$ cat config.mk
export PLATFORM = sky130hd
export DESIGN_NAME = log_delta_rle_decoder_unit
export DESIGN_NICKNAME = d
export VERILOG_FILES = /design/src/rtl/core/ldrle_pkg.sv /design/src/rtl/core/log_delta_rle_decoder_unit.sv
export VERILOG_INCLUDE_DIRS = /design/src /design/src/rtl/core
export SDC_FILE = /design/constraint.sdc
export NUM_CORES = 1
export LEC_CHECK = 0
export BUFFER_PORTS_ARGS = -buffer_cell sky130_fd_sc_hd__buf_2
export CAP_MARGIN = 20
export CELL_PAD_IN_SITES_DETAIL_PLACEMENT = 1
export CELL_PAD_IN_SITES_GLOBAL_PLACEMENT = 1
export CORE_ASPECT_RATIO = 0.7
export CORE_MARGIN = 5
export CORE_UTILIZATION = 46
export CTS_CLUSTER_DIAMETER = 40
export DETAILED_ROUTE_END_ITERATION = 12
export PLACE_DENSITY_LB_ADDON = 0.1
export SYNTH_ARGS = -nofsm -noshare
export SYNTH_HDL_FRONTEND = slang
export SYNTH_SLANG_ARGS = --single-unit
$ cat constraint.sdc
create_clock -name clk_i -period 4.92 [get_ports clk_i]
set_input_delay 0.246 -clock clk_i [delete_from_list [all_inputs] [get_ports clk_i]]
set_output_delay 0.246 -clock clk_i [all_outputs]
set_load 0.01 [all_outputs]
$ cat src/rtl/core/log_delta_rle_decoder_unit_macros.svh
// Assertion macros used by the decoder RTL.
`ifndef LOG_DELTA_RLE_DECODER_UNIT_MACROS_SVH
`define LOG_DELTA_RLE_DECODER_UNIT_MACROS_SVH

`ifndef NO_ASSERTIONS

`define LDR_ASSERT_ALWAYS(lbl, clk, rstn, cond) \
  lbl: assert property (@(posedge clk) disable iff (!rstn) (cond)) \
    else $error("assertion failed");

`define LDR_ASSERT_IMPL(lbl, clk, rstn, ante, cons) \
  lbl: assert property (@(posedge clk) disable iff (!rstn) (ante) |-> (cons)) \
    else $error("assertion failed");

`define LDR_ASSERT_NEXT(lbl, clk, rstn, ante, cons) \
  lbl: assert property (@(posedge clk) disable iff (!rstn) (ante) |=> (cons)) \
    else $error("assertion failed");

`else

`define LDR_ASSERT_ALWAYS(lbl, clk, rstn, cond)
`define LDR_ASSERT_IMPL(lbl, clk, rstn, ante, cons)
`define LDR_ASSERT_NEXT(lbl, clk, rstn, ante, cons)

`endif

`endif

$ cat src/rtl/core/ldrle_pkg.sv
`timescale 1ns / 1ps
// ----------------------------------------------------------------------------
// ldrle_pkg
// Types and constants of the log-delta run-length audio decoder.
// ----------------------------------------------------------------------------
package ldrle_pkg;

  localparam int unsigned RESULT_DEPTH = 4;
  localparam int unsigned CFG_ADDR_W   = 3;
  localparam int unsigned REM_W        = 18;

  // Register index within the configuration space.
  localparam logic [0:0] REG_BLOCK_WORDS = 1'b0;

  // Prefix codes of the compressed stream.
  localparam logic [7:0] CODE_LITERAL = 8'h00;
  localparam logic [7:0] CODE_RUN8    = 8'h01;
  localparam logic [7:0] CODE_RUN16   = 8'h02;

  typedef enum logic [2:0] {
    MODE_NORMAL   = 3'd0,
    MODE_LITERAL  = 3'd1,
    MODE_RUN8     = 3'd2,
    MODE_RUN16_LO = 3'd3,
    MODE_RUN16_HI = 3'd4
  } mode_e;

  typedef struct packed {
    logic [7:0]  sample;
    logic [15:0] repeat_cnt;
    logic        last;
    logic        done;
  } result_t;

  // Signed log-delta steps, two's complement.
  localparam logic [7:0] STEP_TABLE [16] = '{
    8'h00, 8'hFE, 8'hFC, 8'hF8, 8'hF0, 8'hE0, 8'hC0, 8'h81,
    8'h00, 8'h02, 8'h04, 8'h08, 8'h10, 8'h20, 8'h40, 8'h7F
  };

endpackage

$ cat src/rtl/core/log_delta_rle_decoder_unit.sv
`timescale 1ns / 1ps
// Results are registered into the result queue as their code bytes transfer.
// Throughput: one code byte per cycle while code_stall_o is low. A nibble-pair
// byte yields two results and the single result port drains one per cycle, so
// pair bytes fill the small result queue, which also absorbs output stalls.
// Reset: block_words is 1, the running sample is 0, the queue is empty.
// ----------------------------------------------------------------------------
// log_delta_rle_decoder_unit
// Decodes a log-delta run-length compressed 8-bit audio stream, one byte per
// transfer, into sample results that each carry a repeat count.
// ----------------------------------------------------------------------------
`include "log_delta_rle_decoder_unit_macros.svh"

module log_delta_rle_decoder_unit
  import ldrle_pkg::*;
#(
  parameter int unsigned ResultDepth = RESULT_DEPTH
) (
  input  logic                  clk_i,
  input  logic                  rst_ni,
  // Configuration port
  input  logic                  psel,
  input  logic                  penable,
  input  logic                  pwrite,
  input  logic [CFG_ADDR_W-1:0] paddr,
  input  logic [31:0]           pwdata,
  output logic [31:0]           prdata,
  output logic                  pready,
  // Code byte input
  input  logic                  code_valid_i,
  output logic                  code_stall_o,
  input  logic [7:0]            code_byte_i,
  // Result output
  output logic                  res_valid_o,
  input  logic                  res_stall_i,
  output logic signed [7:0]     sample_o,
  output logic [15:0]           repeat_res_o,
  output logic                  last_of_run_o,
  output logic                  block_done_o
);

  localparam int unsigned PtrW = (ResultDepth > 1) ? $clog2(ResultDepth) : 1;
  localparam int unsigned CntW = $clog2(ResultDepth + 1);

  function automatic logic [PtrW-1:0] ptr_next(input logic [PtrW-1:0] p);
    return (p == PtrW'(ResultDepth - 1)) ? '0 : p + 1'b1;
  endfunction

  function automatic logic [REM_W-1:0] reload_of(input logic [15:0] w);
    logic [15:0] wz;
    wz = (w == '0) ? 16'd1 : w;
    return {1'b0, wz, 1'b0};
  endfunction

  // Control and block state
  mode_e            mode_q, mode_d;
  logic [7:0]       rs_q, rs_d;
  logic [7:0]       low_q, low_d;
  logic [REM_W-1:0] rem_q, rem_d;
  logic [15:0]      bw_q, bw_d;

  // Result queue
  result_t          fifo_q [ResultDepth];
  logic [PtrW-1:0]  wptr_q, wptr_d, wptr1;
  logic [PtrW-1:0]  rptr_q, rptr_d;
  logic [CntW-1:0]  count_q, count_d;

  logic             accept, pop, cfg_wr, cfg_sel;
  logic [1:0]       push_n;
  result_t          ent0, ent1;
  logic [15:0]      used;
  logic             has_res;
  logic [REM_W-1:0] rem_next;
  logic             done;
  logic [7:0]       s1, s2;

  assign pready  = 1'b1;
  assign cfg_sel = (paddr[CFG_ADDR_W-1:2] == REG_BLOCK_WORDS);
  assign cfg_wr  = psel && penable && pwrite && pready && cfg_sel;
  assign prdata  = cfg_sel ? {16'h0000, bw_q} : 32'h0;

  // Stall only on the queue fill so that stall never loops back from the output.
  assign code_stall_o = (count_q > CntW'(ResultDepth - 2));
  assign accept       = code_valid_i && !code_stall_o;
  assign res_valid_o  = (count_q != '0);
  assign pop          = res_valid_o && !res_stall_i;

  assign s1       = rs_q + STEP_TABLE[code_byte_i[7:4]];
  assign s2       = s1 + STEP_TABLE[code_byte_i[3:0]];
  assign rem_next = rem_q - {2'b00, used};
  assign done     = rem_next[REM_W-1] || (rem_next == '0);

  always_comb begin
    mode_d  = mode_q;
    rs_d    = rs_q;
    low_d   = low_q;
    rem_d   = rem_q;
    bw_d    = bw_q;
    push_n  = 2'd0;
    has_res = 1'b0;
    used    = 16'd0;
    ent0    = '{sample: rs_q, repeat_cnt: 16'd1, last: 1'b0, done: 1'b0};
    ent1    = '{sample: s2, repeat_cnt: 16'd1, last: 1'b0, done: 1'b0};

    if (accept) begin
      unique case (mode_q)
        MODE_LITERAL: begin
          rs_d            = code_byte_i;
          ent0.sample     = code_byte_i;
          ent0.repeat_cnt = 16'd2;
          used            = 16'd2;
          push_n          = 2'd1;
          has_res         = 1'b1;
          mode_d          = MODE_NORMAL;
        end
        MODE_RUN8: begin
          ent0.repeat_cnt = {8'h00, code_byte_i} + 16'd1;
          used            = ent0.repeat_cnt;
          push_n          = 2'd1;
          has_res         = 1'b1;
          mode_d          = MODE_NORMAL;
        end
        MODE_RUN16_LO: begin
          low_d  = code_byte_i;
          mode_d = MODE_RUN16_HI;
        end
        MODE_RUN16_HI: begin
          mode_d          = MODE_NORMAL;
          ent0.repeat_cnt = {code_byte_i, low_q};
          used            = ent0.repeat_cnt;
          // A zero count produces nothing and leaves the block count alone.
          if (ent0.repeat_cnt != '0) begin
            push_n  = 2'd1;
            has_res = 1'b1;
          end
        end
        default: begin
          mode_d = MODE_NORMAL;
          if (code_byte_i == CODE_LITERAL) begin
            mode_d = MODE_LITERAL;
          end else if (code_byte_i == CODE_RUN8) begin
            mode_d = MODE_RUN8;
          end else if (code_byte_i == CODE_RUN16) begin
            mode_d = MODE_RUN16_LO;
          end else begin
            ent0.sample = s1;
            rs_d        = s2;
            used        = 16'd2;
            push_n      = 2'd2;
            has_res     = 1'b1;
          end
        end
      endcase

      if (has_res) begin
        rem_d = rem_next;
        if (push_n == 2'd2) begin
          ent1.last = 1'b1;
          ent1.done = done;
        end else begin
          ent0.last = 1'b1;
          ent0.done = done;
        end
        // Block end: restart the parser, overshoot is dropped.
        if (done) begin
          mode_d = MODE_NORMAL;
          rs_d   = '0;
          low_d  = '0;
          rem_d  = reload_of(bw_q);
        end
      end
    end

    if (cfg_wr) begin
      bw_d   = pwdata[15:0];
      mode_d = MODE_NORMAL;
      rs_d   = '0;
      low_d  = '0;
      rem_d  = reload_of(pwdata[15:0]);
    end
  end

  assign wptr1   = ptr_next(wptr_q);
  assign wptr_d  = (push_n == 2'd2) ? ptr_next(wptr1) :
                   (push_n == 2'd1) ? wptr1 : wptr_q;
  assign rptr_d  = pop ? ptr_next(rptr_q) : rptr_q;
  assign count_d = count_q + CntW'(push_n) - CntW'(pop);

  always_ff @(posedge clk_i or negedge rst_ni) begin
    if (!rst_ni) begin
      mode_q  <= MODE_NORMAL;
      rs_q    <= '0;
      low_q   <= '0;
      bw_q    <= 16'd1;
      rem_q   <= reload_of(16'd1);
      wptr_q  <= '0;
      rptr_q  <= '0;
      count_q <= '0;
    end else begin
      mode_q  <= mode_d;
      rs_q    <= rs_d;
      low_q   <= low_d;
      bw_q    <= bw_d;
      rem_q   <= rem_d;
      wptr_q  <= wptr_d;
      rptr_q  <= rptr_d;
      count_q <= count_d;
    end
  end

  always_ff @(posedge clk_i) begin
    for (int i = 0; i < ResultDepth; i++) begin
      if (push_n != 2'd0 && PtrW'(i) == wptr_q) begin
        fifo_q[i] <= ent0;
      end else if (push_n == 2'd2 && PtrW'(i) == wptr1) begin
        fifo_q[i] <= ent1;
      end
    end
  end

  assign sample_o      = $signed(fifo_q[rptr_q].sample);
  assign repeat_res_o  = fifo_q[rptr_q].repeat_cnt;
  assign last_of_run_o = fifo_q[rptr_q].last;
  assign block_done_o  = fifo_q[rptr_q].done;

  `LDR_ASSERT_ALWAYS(a_count_bound, clk_i, rst_ni, count_q <= CntW'(ResultDepth))
  `LDR_ASSERT_IMPL(a_done_is_last, clk_i, rst_ni, res_valid_o && block_done_o, last_of_run_o)
  `LDR_ASSERT_IMPL(a_repeat_nonzero, clk_i, rst_ni, res_valid_o, repeat_res_o != '0)
  `LDR_ASSERT_NEXT(a_block_restart, clk_i, rst_ni, has_res && done, mode_q == MODE_NORMAL)
  `LDR_ASSERT_NEXT(a_block_clear, clk_i, rst_ni, has_res && done, rs_q == '0 && low_q == '0)

endmodule
==> results of run 1 <==
worst paths after layout:
path | end | slack [ns]
hold reg to reg | fifo_q[2][14] | 0.45
max in group asynchronous | rptr_q[0] | 4.31
hold / removal | bw_q[15] | -0.008
setup / recovery | rem_q[2] | 0.27
min in group clk_i | bw_q[0] | 0.03
setup reg to reg | rem_q[2] | 0.27
through the flow:
| step | setup TNS (ns) | worst slack [ns] | area, µm² | hold slack, ns | cells |
|---|---|---|---|---|---|
| after detailed placement | 0 | 0.01915 | 11080 | 0.4387 | 1406 |
| final | 0 | 0.2689 | 11690 | -0.008264 | 1439 |
| after global placement | 0 | 0.1876 | 11080 | 0.4343 | 1406 |
| after global routing | -0.05559 | -0.03552 | 11690 | 0.04404 | 1439 |
| after CTS | 0 | 0.05433 | 11640 | 0.01216 | 1438 |
| after floorplan | 0 | 0.4523 | 10330 | -0.04959 | 1074 |
state kept, by name (all words and copies together) (netlist names):
| name | flops |
|---|---|
| fifo_q | 104 |
| rem_q | 18 |
| bw_q | 16 |
| low_q | 8 |
| rs_q | 8 |
| count_q | 3 |
| mode_q | 3 |
| rptr_q | 2 |
| wptr_q | 2 |
logic make-up (layout without fill, tap and decap cells):
kind of cell / Yosys count / count (layout) / share of synthesized area (%)
AOI/OAI and AO/OA: 252 / 252 / 16.18
xor gates and xnor gates: 33 / 33 / 2.814
adders and majority gates: 60 / 60 / 7.602
buffers and inverters: 109 / 192 / 4.861
DFF: 164 / 164 / 43.49
muxes: 47 / 47 / 7.797
other: 2 / 17 / 0.07313
and+or+nand+nor: 392 / 392 / 17.18
repair_timing:
item,in CTS,in global routing
hold endpoints to repair,0,0
setup buffers,0,1
gates resized for setup,0,13
setup endpoints to repair,0,38
cell type report:
class,count,share of cell area [%]
clock buffer,19,3.705
tap,282,3.020
sequential,164,38.25
inverter,35,1.124
multi-input combinational,801,46.21
timing repair buffer,125,6.639
clock inverter,13,1.049
where the power goes:
group	internal [mW]	switching [mW]	leakage (nW)
clock network	0.705	0.601	0.268
logic	1.42	2.11	2.88
registers	1.85	0.317	1.70
total	3.98	3.02	4.84
critical path, stage by stage (launching register included):
cell      delay (ns)
dfrtp_1         0.39
nand2b_2        0.30
o21ai_0         0.43
nand2_1         0.25
ha_1            0.51
o211ai_1        0.16
o21a_2          0.25
xnor2_1         0.17
or4_1           0.60
nor4_2          0.33
nand4b_1        0.22
o21ai_4         0.32
buf_12          0.20
nor3_1          0.07
a311o_1         0.33
cells in the mapped netlist (all sizes together), types with 5 or more instances:
master and n:
nand3 16, nand2b 12, o22ai 26, o21a 6, ha 56, nor3 17
a21oi 68, and2 12, mux4 26, dfrtp 58, a22o 15, nor2b 27
a221oi 5, o211ai 7, o21ai 62, edfxtp 88, clkbuf 42, buf 32
nor2 113, a21o 13, inv 35, nor4 11, o22a 5, xor2 9
nand2 157, xnor2 24, a211oi 13, a32o 5, dfxtp 16, mux2i 17
routing by layer:
layer | track usage, % | routed length (µm) | vias up
met5 | 0 | 0 | -
met4 | 5.623 | 435 | 0
met3 | 4.005 | 1952 | 32
met2 | 37.00 | 13470 | 244
met1 | 40.96 | 16510 | 4276
li1 | - | - | 3972
==> results.py, run 1 <==
metrics = {
    "detailed_routing": {
        "final_antenna_net_count": 0,
        "drtPass1Iterations": 5,
        "wl_per_cell_um": 22.49,
        "routed_wl_mm": 32.37,
        "drtIter0Drc": 721,
        "viasPerCell": 5.924,
        "remaining_drc_errors": 0,
        "via_count": 8524,
    },
    "timing": {
        "setup_violations": 0,
        "relSlewSlack_pct": 34.38,
        "whs_ns": -0.008264,
        "period_minus_slack_ns": 4.651,
        "worst_pin_slew_ns": 0.9842,
        "fin_skew_ns": 0.01219,
        "fmax_mhz": 215.0,
        "hold_violations": 4,
        "period_share_pct": 94.53,
        "final-max-slew-violation-count": 0,
    },
    "clock_network": {
        "clock-sinks": 164,
        "cts_inserted_buffers": 17,
        "clk_pin_slew_worst_paths_ns": 0.06,
        "cts_tree": "built",
        "root_buffer": "clkbuf_16",
        "cts_buffer_depth": 2,
        "clkLatencyLatePin_ns": 0.44,
        "cts_htree_levels": 4,
        "hold_buffers": 0,
    },
    "pwr": {
        "design_power_total_mw": 7.004,
        "leakagePower_nw": 4.838,
        "ir_drop_v": 0.0002810,
        "power.density_nw_per_um2": 599.4,
    },
    "floorplan": {
        "coreArea_um2": 21850,
        "start_util_pct": 47.01,
        "fp.dieH_um": 135.0,
        "die-area_um2": 25460,
        "ios": 111,
        "die_w_um": 188.6,
        "rows": 45,
    },
    "critical_path": {
        "rr_startpoint": "mode_q[2]",
        "required_ns": 5.23,
        "r2r_cells": 14,
        "critPathMaxFanout": 18,
        "arrival_ns": 4.96,
        "path_class": "reg2reg",
        "endpoint_kind": "register",
        "cp-start-kind": "register",
        "setup.worst_path.start": "mode_q[2]",
    },
    "synth": {
        "synth_cell_types": 77,
        "synth_edf_count": 88,
        "yosys-top-cells-area": "edfxtp_1 26%, dfrtp_1 14%, ha_1 6.8%",
        "syn_inst": 1059,
        "syn-cell-area_um2": 10270,
        "ys_seq_elements": 164,
        "yosys.area.top_type": "edfxtp_1",
        "synth_top_cell_area_share_pct": 25.73,
        "synthFlopType": "edfxtp_1",
        "syn_area_per_cell_um2": 9.698,
        "async_flop_share_pct": 36.59,
        "ys_seq_area_share_pct": 43.49,
        "ys.warnings.count": 0,
    },
    "cells_and_area": {
        "fillerInstances": 2495,
        "drive_gt1_share_pct": 18.32,
        "syn_to_final_growth_pct": 13.78,
        "fin_nets": 1254,
        "final_cell_mix": "156 x nand2_1, 110 x nor2_1, 88 x edfxtp_1, 75 x buf_2, 66 x a21oi_1",
        "mostFrequentLayoutCell": "nand2_1",
        "antenna_cells": 0,
        "ff_latch_area_um2": 4469,
        "multi_input_area_um2": 5400,
        "fin_util_pct": 53.49,
    },
    "global_routing": {
        "grt_max_degree": 61,
        "overflow": 0,
        "antenna_found_initial": 0,
        "track_usage_pct": 25.79,
        "first_global_vias": 8782,
        "grt_pass1_wl_mm": 51.12,
    },
    "placement": {
        "io_buffer_count": 75,
        "gp_congestion": 0.8894,
        "hpwl_mm": 24.03,
    },
    "job": {
        "drv_cap": 0,
    },
    "hold_path": {
        "hp-class": "in2async",
    },
    "status": {
        "outcome": "complete, but fails checks",
        "violations": "hold timing",
    },
}
Power figures use the tool's default switching activity.
==> run 2: changes to the inputs <==
clock period = 5.2 ns   (was 4.92 ns; I/O delays follow)
==> run 2 against run 1 <==
The flow now finishes without violations. Total power is 5.3% lower. Clock skew shrank 0.0015 ns. Utilization down 0.22 points. Setup slack gained 0.033 ns. Critical path depth is the same. Via count grew 0.76%. Cell area fell by 0.41%. Non-clock buffer count is 5 lower. Cell count shrank 0.35%. Global-route usage down 0.17 points.
==> results.py, run 2 (synthesized netlist as in run 1, its figures left out) <==
metrics = {
    "pwr": {
        "leakagePower_nw": 4.823,
        "ir_drop_v": 0.0002540,
        "power.density_nw_per_um2": 569.7,
    },
    "timing": {
        "hold_violations": 0,
        "relSlewSlack_pct": 35.16,
        "fin_skew_ns": 0.01064,
        "period_share_pct": 94.19,
        "period_minus_slack_ns": 4.898,
        "finalWorstSetupSlack_ns": 0.3023,
        "worst_pin_slew_ns": 0.9726,
        "final-max-slew-violation-count": 0,
        "fmax_mhz": 204.2,
        "grt_setup_unrepaired": "no",
        "setup_violations": 0,
        "finalSetupTns_ns": 0,
    },
    "clock_network": {
        "hold_buffers": 0,
        "root_buffer": "clkbuf_16",
        "cts_htree_levels": 4,
        "cts_inserted_buffers": 17,
        "cts_buffer_depth": 2,
        "clk_pin_slew_worst_paths_ns": 0.07,
        "clkLatencyLatePin_ns": 0.44,
        "cts_tree": "built",
        "clock-sinks": 164,
    },
    "critical_path": {
        "rr_startpoint": "mode_q[2]",
        "arrival_ns": 5.22,
        "cp-start-kind": "register",
        "required_ns": 5.52,
        "r2r_end": "rem_q[2]",
        "path_class": "reg2reg",
        "endpoint_kind": "register",
        "r2r_cells": 14,
        "critPathMaxFanout": 15,
        "r2r_slack_ns": 0.30,
    },
    "global_routing": {
        "antenna_found_initial": 0,
        "grt_max_degree": 61,
        "first_global_vias": 8576,
        "track_usage_pct": 25.62,
        "grt_pass1_wl_mm": 50.55,
        "overflow": 0,
    },
    "placement": {
        "io_buffer_count": 75,
        "dp_slack_ns": 0.1869,
        "post_dp_cell_area_um2": 11040,
        "gp_congestion": 0.8774,
        "hpwl_mm": 23.63,
    },
    "detailed_routing": {
        "viasPerCell": 5.990,
        "via_count": 8589,
        "routed_wl_mm": 32.19,
        "drtIter0Drc": 730,
        "wl_per_cell_um": 22.44,
        "drtPass1Iterations": 5,
        "remaining_drc_errors": 0,
        "final_antenna_net_count": 0,
    },
    "cells_and_area": {
        "antenna_cells": 0,
        "syn_to_final_growth_pct": 13.32,
        "largest_register_ff_count": 104,
        "drive_gt1_share_pct": 17.36,
        "design_area_um2": 11640,
        "top_register": "fifo_q",
        "largest_registers": "fifo_q x104, rem_q x18, bw_q x16",
        "final_cell_mix": "157 x nand2_1, 113 x nor2_1, 88 x edfxtp_1, 75 x buf_2, 64 x a21oi_1",
        "fin_nets": 1249,
        "mostFrequentLayoutCell": "nand2_1",
    },
    "floorplan": {
        "ios": 111,
        "rows": 45,
        "die-area_um2": 25460,
        "coreArea_um2": 21850,
        "start_util_pct": 47.01,
        "die_w_um": 188.6,
        "fp.dieH_um": 135.0,
    },
    "status": {
        "outcome": "complete, no violations",
    },
    "job": {
        "drv_cap": 0,
    },
    "hold_path": {
        "hp-class": "in2async",
    },
}
[run 2: per-layer routing]
| metal | vias to the layer above | global-route usage [%] | wire length, µm |
|---|---|---|---|
| met5 | - | 0 | 0 |
| met2 | 298 | 36.12 | 13300 |
| li1 | 3954 | - | - |
| met4 | 0 | 4.652 | 329 |
| met3 | 35 | 5.685 | 2358 |
| met1 | 4302 | 40.52 | 16200 |
[run 2: worst max-delay path by stage]
stage / from / endpoint
after floorplan: code_byte_i[0] / rem_q[4]
after global placement: count_q[0] / rem_q[2]
after detailed placement: count_q[0] / rem_q[2]
after CTS: count_q[0] / rem_q[2]
after global routing: mode_q[1] / rem_q[2]
final: mode_q[2] / rem_q[2]
[run 2: final cells by class]
| type | count | area (µm²) |
|---|---|---|
| well taps | 282 | 352.8 |
| clock buffers | 17 | 425.4 |
| clock inverters | 15 | 162.7 |
| multi-input cells | 801 | 5371 |
| inverters | 35 | 131.4 |
| repair buffers | 120 | 725.7 |
| flip-flops and latches | 164 | 4468 |
| fillers | 2485 | 10210 |
[run 2: power by group]
group,switching (mW),total (mW),leakage (nW),internal [mW]
clock,0.610,1.29,0.282,0.683
combinational,1.96,3.29,2.84,1.33
sequential,0.301,2.05,1.70,1.75
total,2.87,6.63,4.82,3.76
[run 2: metrics by stage]
stage | util [%] | power, mW | hold WS (ns) | instances
5_1_grt | 53.27 | 7.070 | 0.04490 | 1434
3_3_place_gp | 50.53 | 5.212 | 0.4352 | 1402
4_1_cts | 53.22 | 6.621 | 0.03526 | 1434
3_5_place_dp | 50.53 | 5.308 | 0.4463 | 1402
2_1_floorplan | - | 4.204 | -0.03559 | 1074
6_report | 53.27 | 6.630 | 0.01993 | 1434
[run 2: timing repair]
item,4_1_cts,5_1_grt
setup buffers,0,0
hold endpoints to repair,0,0
gates resized for setup,0,3
endpoints found under the setup margin,0,28
[run 2: critical path, stage by stage (launching register included)]
cell	delay, ns
dfrtp_1	0.49
nand2b_1	0.37
o31ai_1	0.63
nand2_1	0.31
ha_1	0.42
a21oi_1	0.19
o21ai_1	0.15
a211o_1	0.30
a211o_1	0.34
a211oi_1	0.33
nand4b_1	0.22
o21ai_4	0.33
buf_4	0.29
nor3_1	0.08
a311o_1	0.33
==> run 3: changes to the inputs <==
CORE_UTILIZATION = 47   (was 46)
clock period = 6.01 ns   (was 5.2 ns; I/O delays follow)
==> run 3 against run 2 <==
Clock power decreased by 10%. Sequential power decreased by 14%. Non-clock buffer count decreased by 27.
==> results.py, run 3 (synthesized netlist as in run 1, its figures left out) <==
metrics = {
    "status": {
        "outcome": "complete, no violations",
    },
    "cells_and_area": {
        "final_cell_mix": "157 x nand2_1, 113 x nor2_1, 88 x edfxtp_1, 75 x buf_2, 66 x a21oi_1",
        "fin_nets": 1222,
        "fin_util_pct": 53.03,
        "largest_register_ff_count": 104,
        "finalNonFillerCells": 1407,
        "syn_to_final_growth_pct": 11.36,
        "largest_registers": "fifo_q x104, rem_q x18, bw_q x16",
        "design_area_um2": 11440,
        "drive_gt1_share_pct": 14.93,
        "antenna_cells": 0,
        "top_register": "fifo_q",
        "mostFrequentLayoutCell": "nand2_1",
    },
    "timing": {
        "hold_violations": 0,
        "period_share_pct": 92.73,
        "grt_setup_unrepaired": "no",
        "fmax_mhz": 179.4,
        "relSlewSlack_pct": 33.82,
        "whs_ns": 0.03519,
        "final-max-slew-violation-count": 0,
        "setup_violations": 0,
        "period_minus_slack_ns": 5.573,
        "fin_skew_ns": 0.01127,
        "finalSetupTns_ns": 0,
        "worst_pin_slew_ns": 0.9928,
    },
    "pwr": {
        "p_int_mw": 3.253,
        "leakagePower_nw": 4.704,
        "power.density_nw_per_um2": 497.6,
        "comb_power_share_pct": 48.5,
        "clkPwrFrac_pct": 20.4,
        "pwr-share-seq_pct": 31.1,
        "netSwitchingFraction_pct": 42.84,
        "switching_power_mw": 2.438,
        "ir_drop_v": 0.0002659,
    },
    "placement": {
        "hpwl_mm": 23.18,
        "post_dp_cell_area_um2": 10820,
        "gp_congestion": 0.8635,
        "dp_cells": 1374,
        "io_buffer_count": 75,
    },
    "floorplan": {
        "die_w_um": 186.7,
        "rows": 45,
        "start_util_pct": 47.62,
        "fp.dieH_um": 133.7,
        "die-area_um2": 24950,
        "ios": 111,
        "coreArea_um2": 21560,
    },
    "clock_network": {
        "cts_resized": 0,
        "cts_inserted_buffers": 17,
        "cts_tree": "built",
        "clk_pin_slew_worst_paths_ns": 0.07,
        "root_buffer": "clkbuf_16",
        "cts_htree_levels": 4,
        "clkLatencyLatePin_ns": 0.45,
        "cts_buffer_depth": 2,
        "clock-sinks": 164,
    },
    "detailed_routing": {
        "routed_wl_mm": 31.83,
        "wl_per_cell_um": 22.62,
        "viasPerCell": 5.960,
        "remaining_drc_errors": 0,
        "drtPass1Iterations": 4,
        "via_count": 8386,
        "final_antenna_net_count": 0,
        "drtIter0Drc": 758,
    },
    "global_routing": {
        "antenna_found_initial": 0,
        "grt_max_degree": 61,
        "first_global_vias": 8481,
        "grt_pass1_wl_mm": 49.56,
        "overflow": 0,
        "track_usage_pct": 25.47,
    },
    "critical_path": {
        "required_ns": 6.34,
        "critPathMaxFanout": 17,
        "arrival_ns": 5.90,
        "endpoint_kind": "register",
        "path_class": "reg2reg",
        "cp-start-kind": "register",
        "r2r_cells": 15,
    },
    "job": {
        "drv_cap": 0,
    },
    "hold_path": {
        "hp-class": "in2async",
    },
}
## run 3: cell count changes in the layout (fill, tap and decap cells not counted)
cell,before,now
clkinv_8,1,0
inv_8,4,2
inv_6,5,3
a21oi_2,4,2
buf_4,44,18
clkbuf_1,0,2
clkinv_1,0,1
clkinvlp_4,3,1
bufinv_16,1,3
a21oi_1,64,66
clkinv_4,0,3
clkinv_2,1,0
buf_12,1,0
## run 3: final timing paths
kind | from | endpoint | slack [ns]
min in group clk_i | pwdata[0] | bw_q[0] | 0.07
worst max-delay path | count_q[0] | low_q[7] | 0.44
worst min register to register | fifo_q[2][15] | fifo_q[2][15] | 0.45
max in group asynchronous | rst_ni | rptr_q[0] | 5.33
worst min-delay path | rst_ni | bw_q[11] | 0.04
worst max register to register | count_q[0] | low_q[7] | 0.44
## run 3: power groups by stage
stage	sequential (mW)	clock [mW]	combinational (mW)
detailed placement	1.79	0	2.72
floorplan	1.64	0	2.00
finish	1.77	1.16	2.76
CTS	1.77	1.17	2.75
global route	1.81	1.23	3.02
global placement	1.78	0	2.64
## run 3: layer usage
metal,vias to the layer above,share of wire [%],global-route usage [%]
met5,-,0,0
met4,0,1.1,4.976
met3,25,7.0,5.448
met2,272,42,36.00
met1,4193,50,40.20
li1,3896,-,-
## run 3: timing repair
action                                  4_1_cts  5_1_grt
endpoints found under the setup margin        0        8
hold buffers                                  0        0
setup buffers                                 0        1
hold endpoints to repair                      0        0
## run 3: cell type report
type	count	area (µm²)
Tap cell	282	352.8
Sequential cell	164	4468
Fill cell	2423	10130
Clock buffer	19	432.9
Inverter	35	131.4
Clock inverter	13	176.4
Timing Repair Buffer	93	510.5
Multi-Input combinational cell	801	5364
## run 3: through the flow
stage | power, mW | setup WS, ns
after floorplan | 3.637 | 1.488
after global placement | 4.419 | 0.5316
after detailed placement | 4.518 | 0.4530
after CTS | 5.690 | 0.4409
after global routing | 6.054 | 0.04896
final | 5.690 | 0.4367
## run 3: critical path, cell delays in order, from the launching register on
cell and delay, ns:
dfrtp_1 0.39, a21oi_1 0.41, nand2_1 0.35, nor2_1 0.39
nand2_1 0.28, ha_1 0.48, a21oi_1 0.37, a21oi_1 0.18
a211oi_1 0.52, xnor2_1 0.28, nor4_1 0.35, nand4b_1 0.22
o21ai_4 0.60, a2111oi_4 0.15, buf_4 0.21, a22o_1 0.24
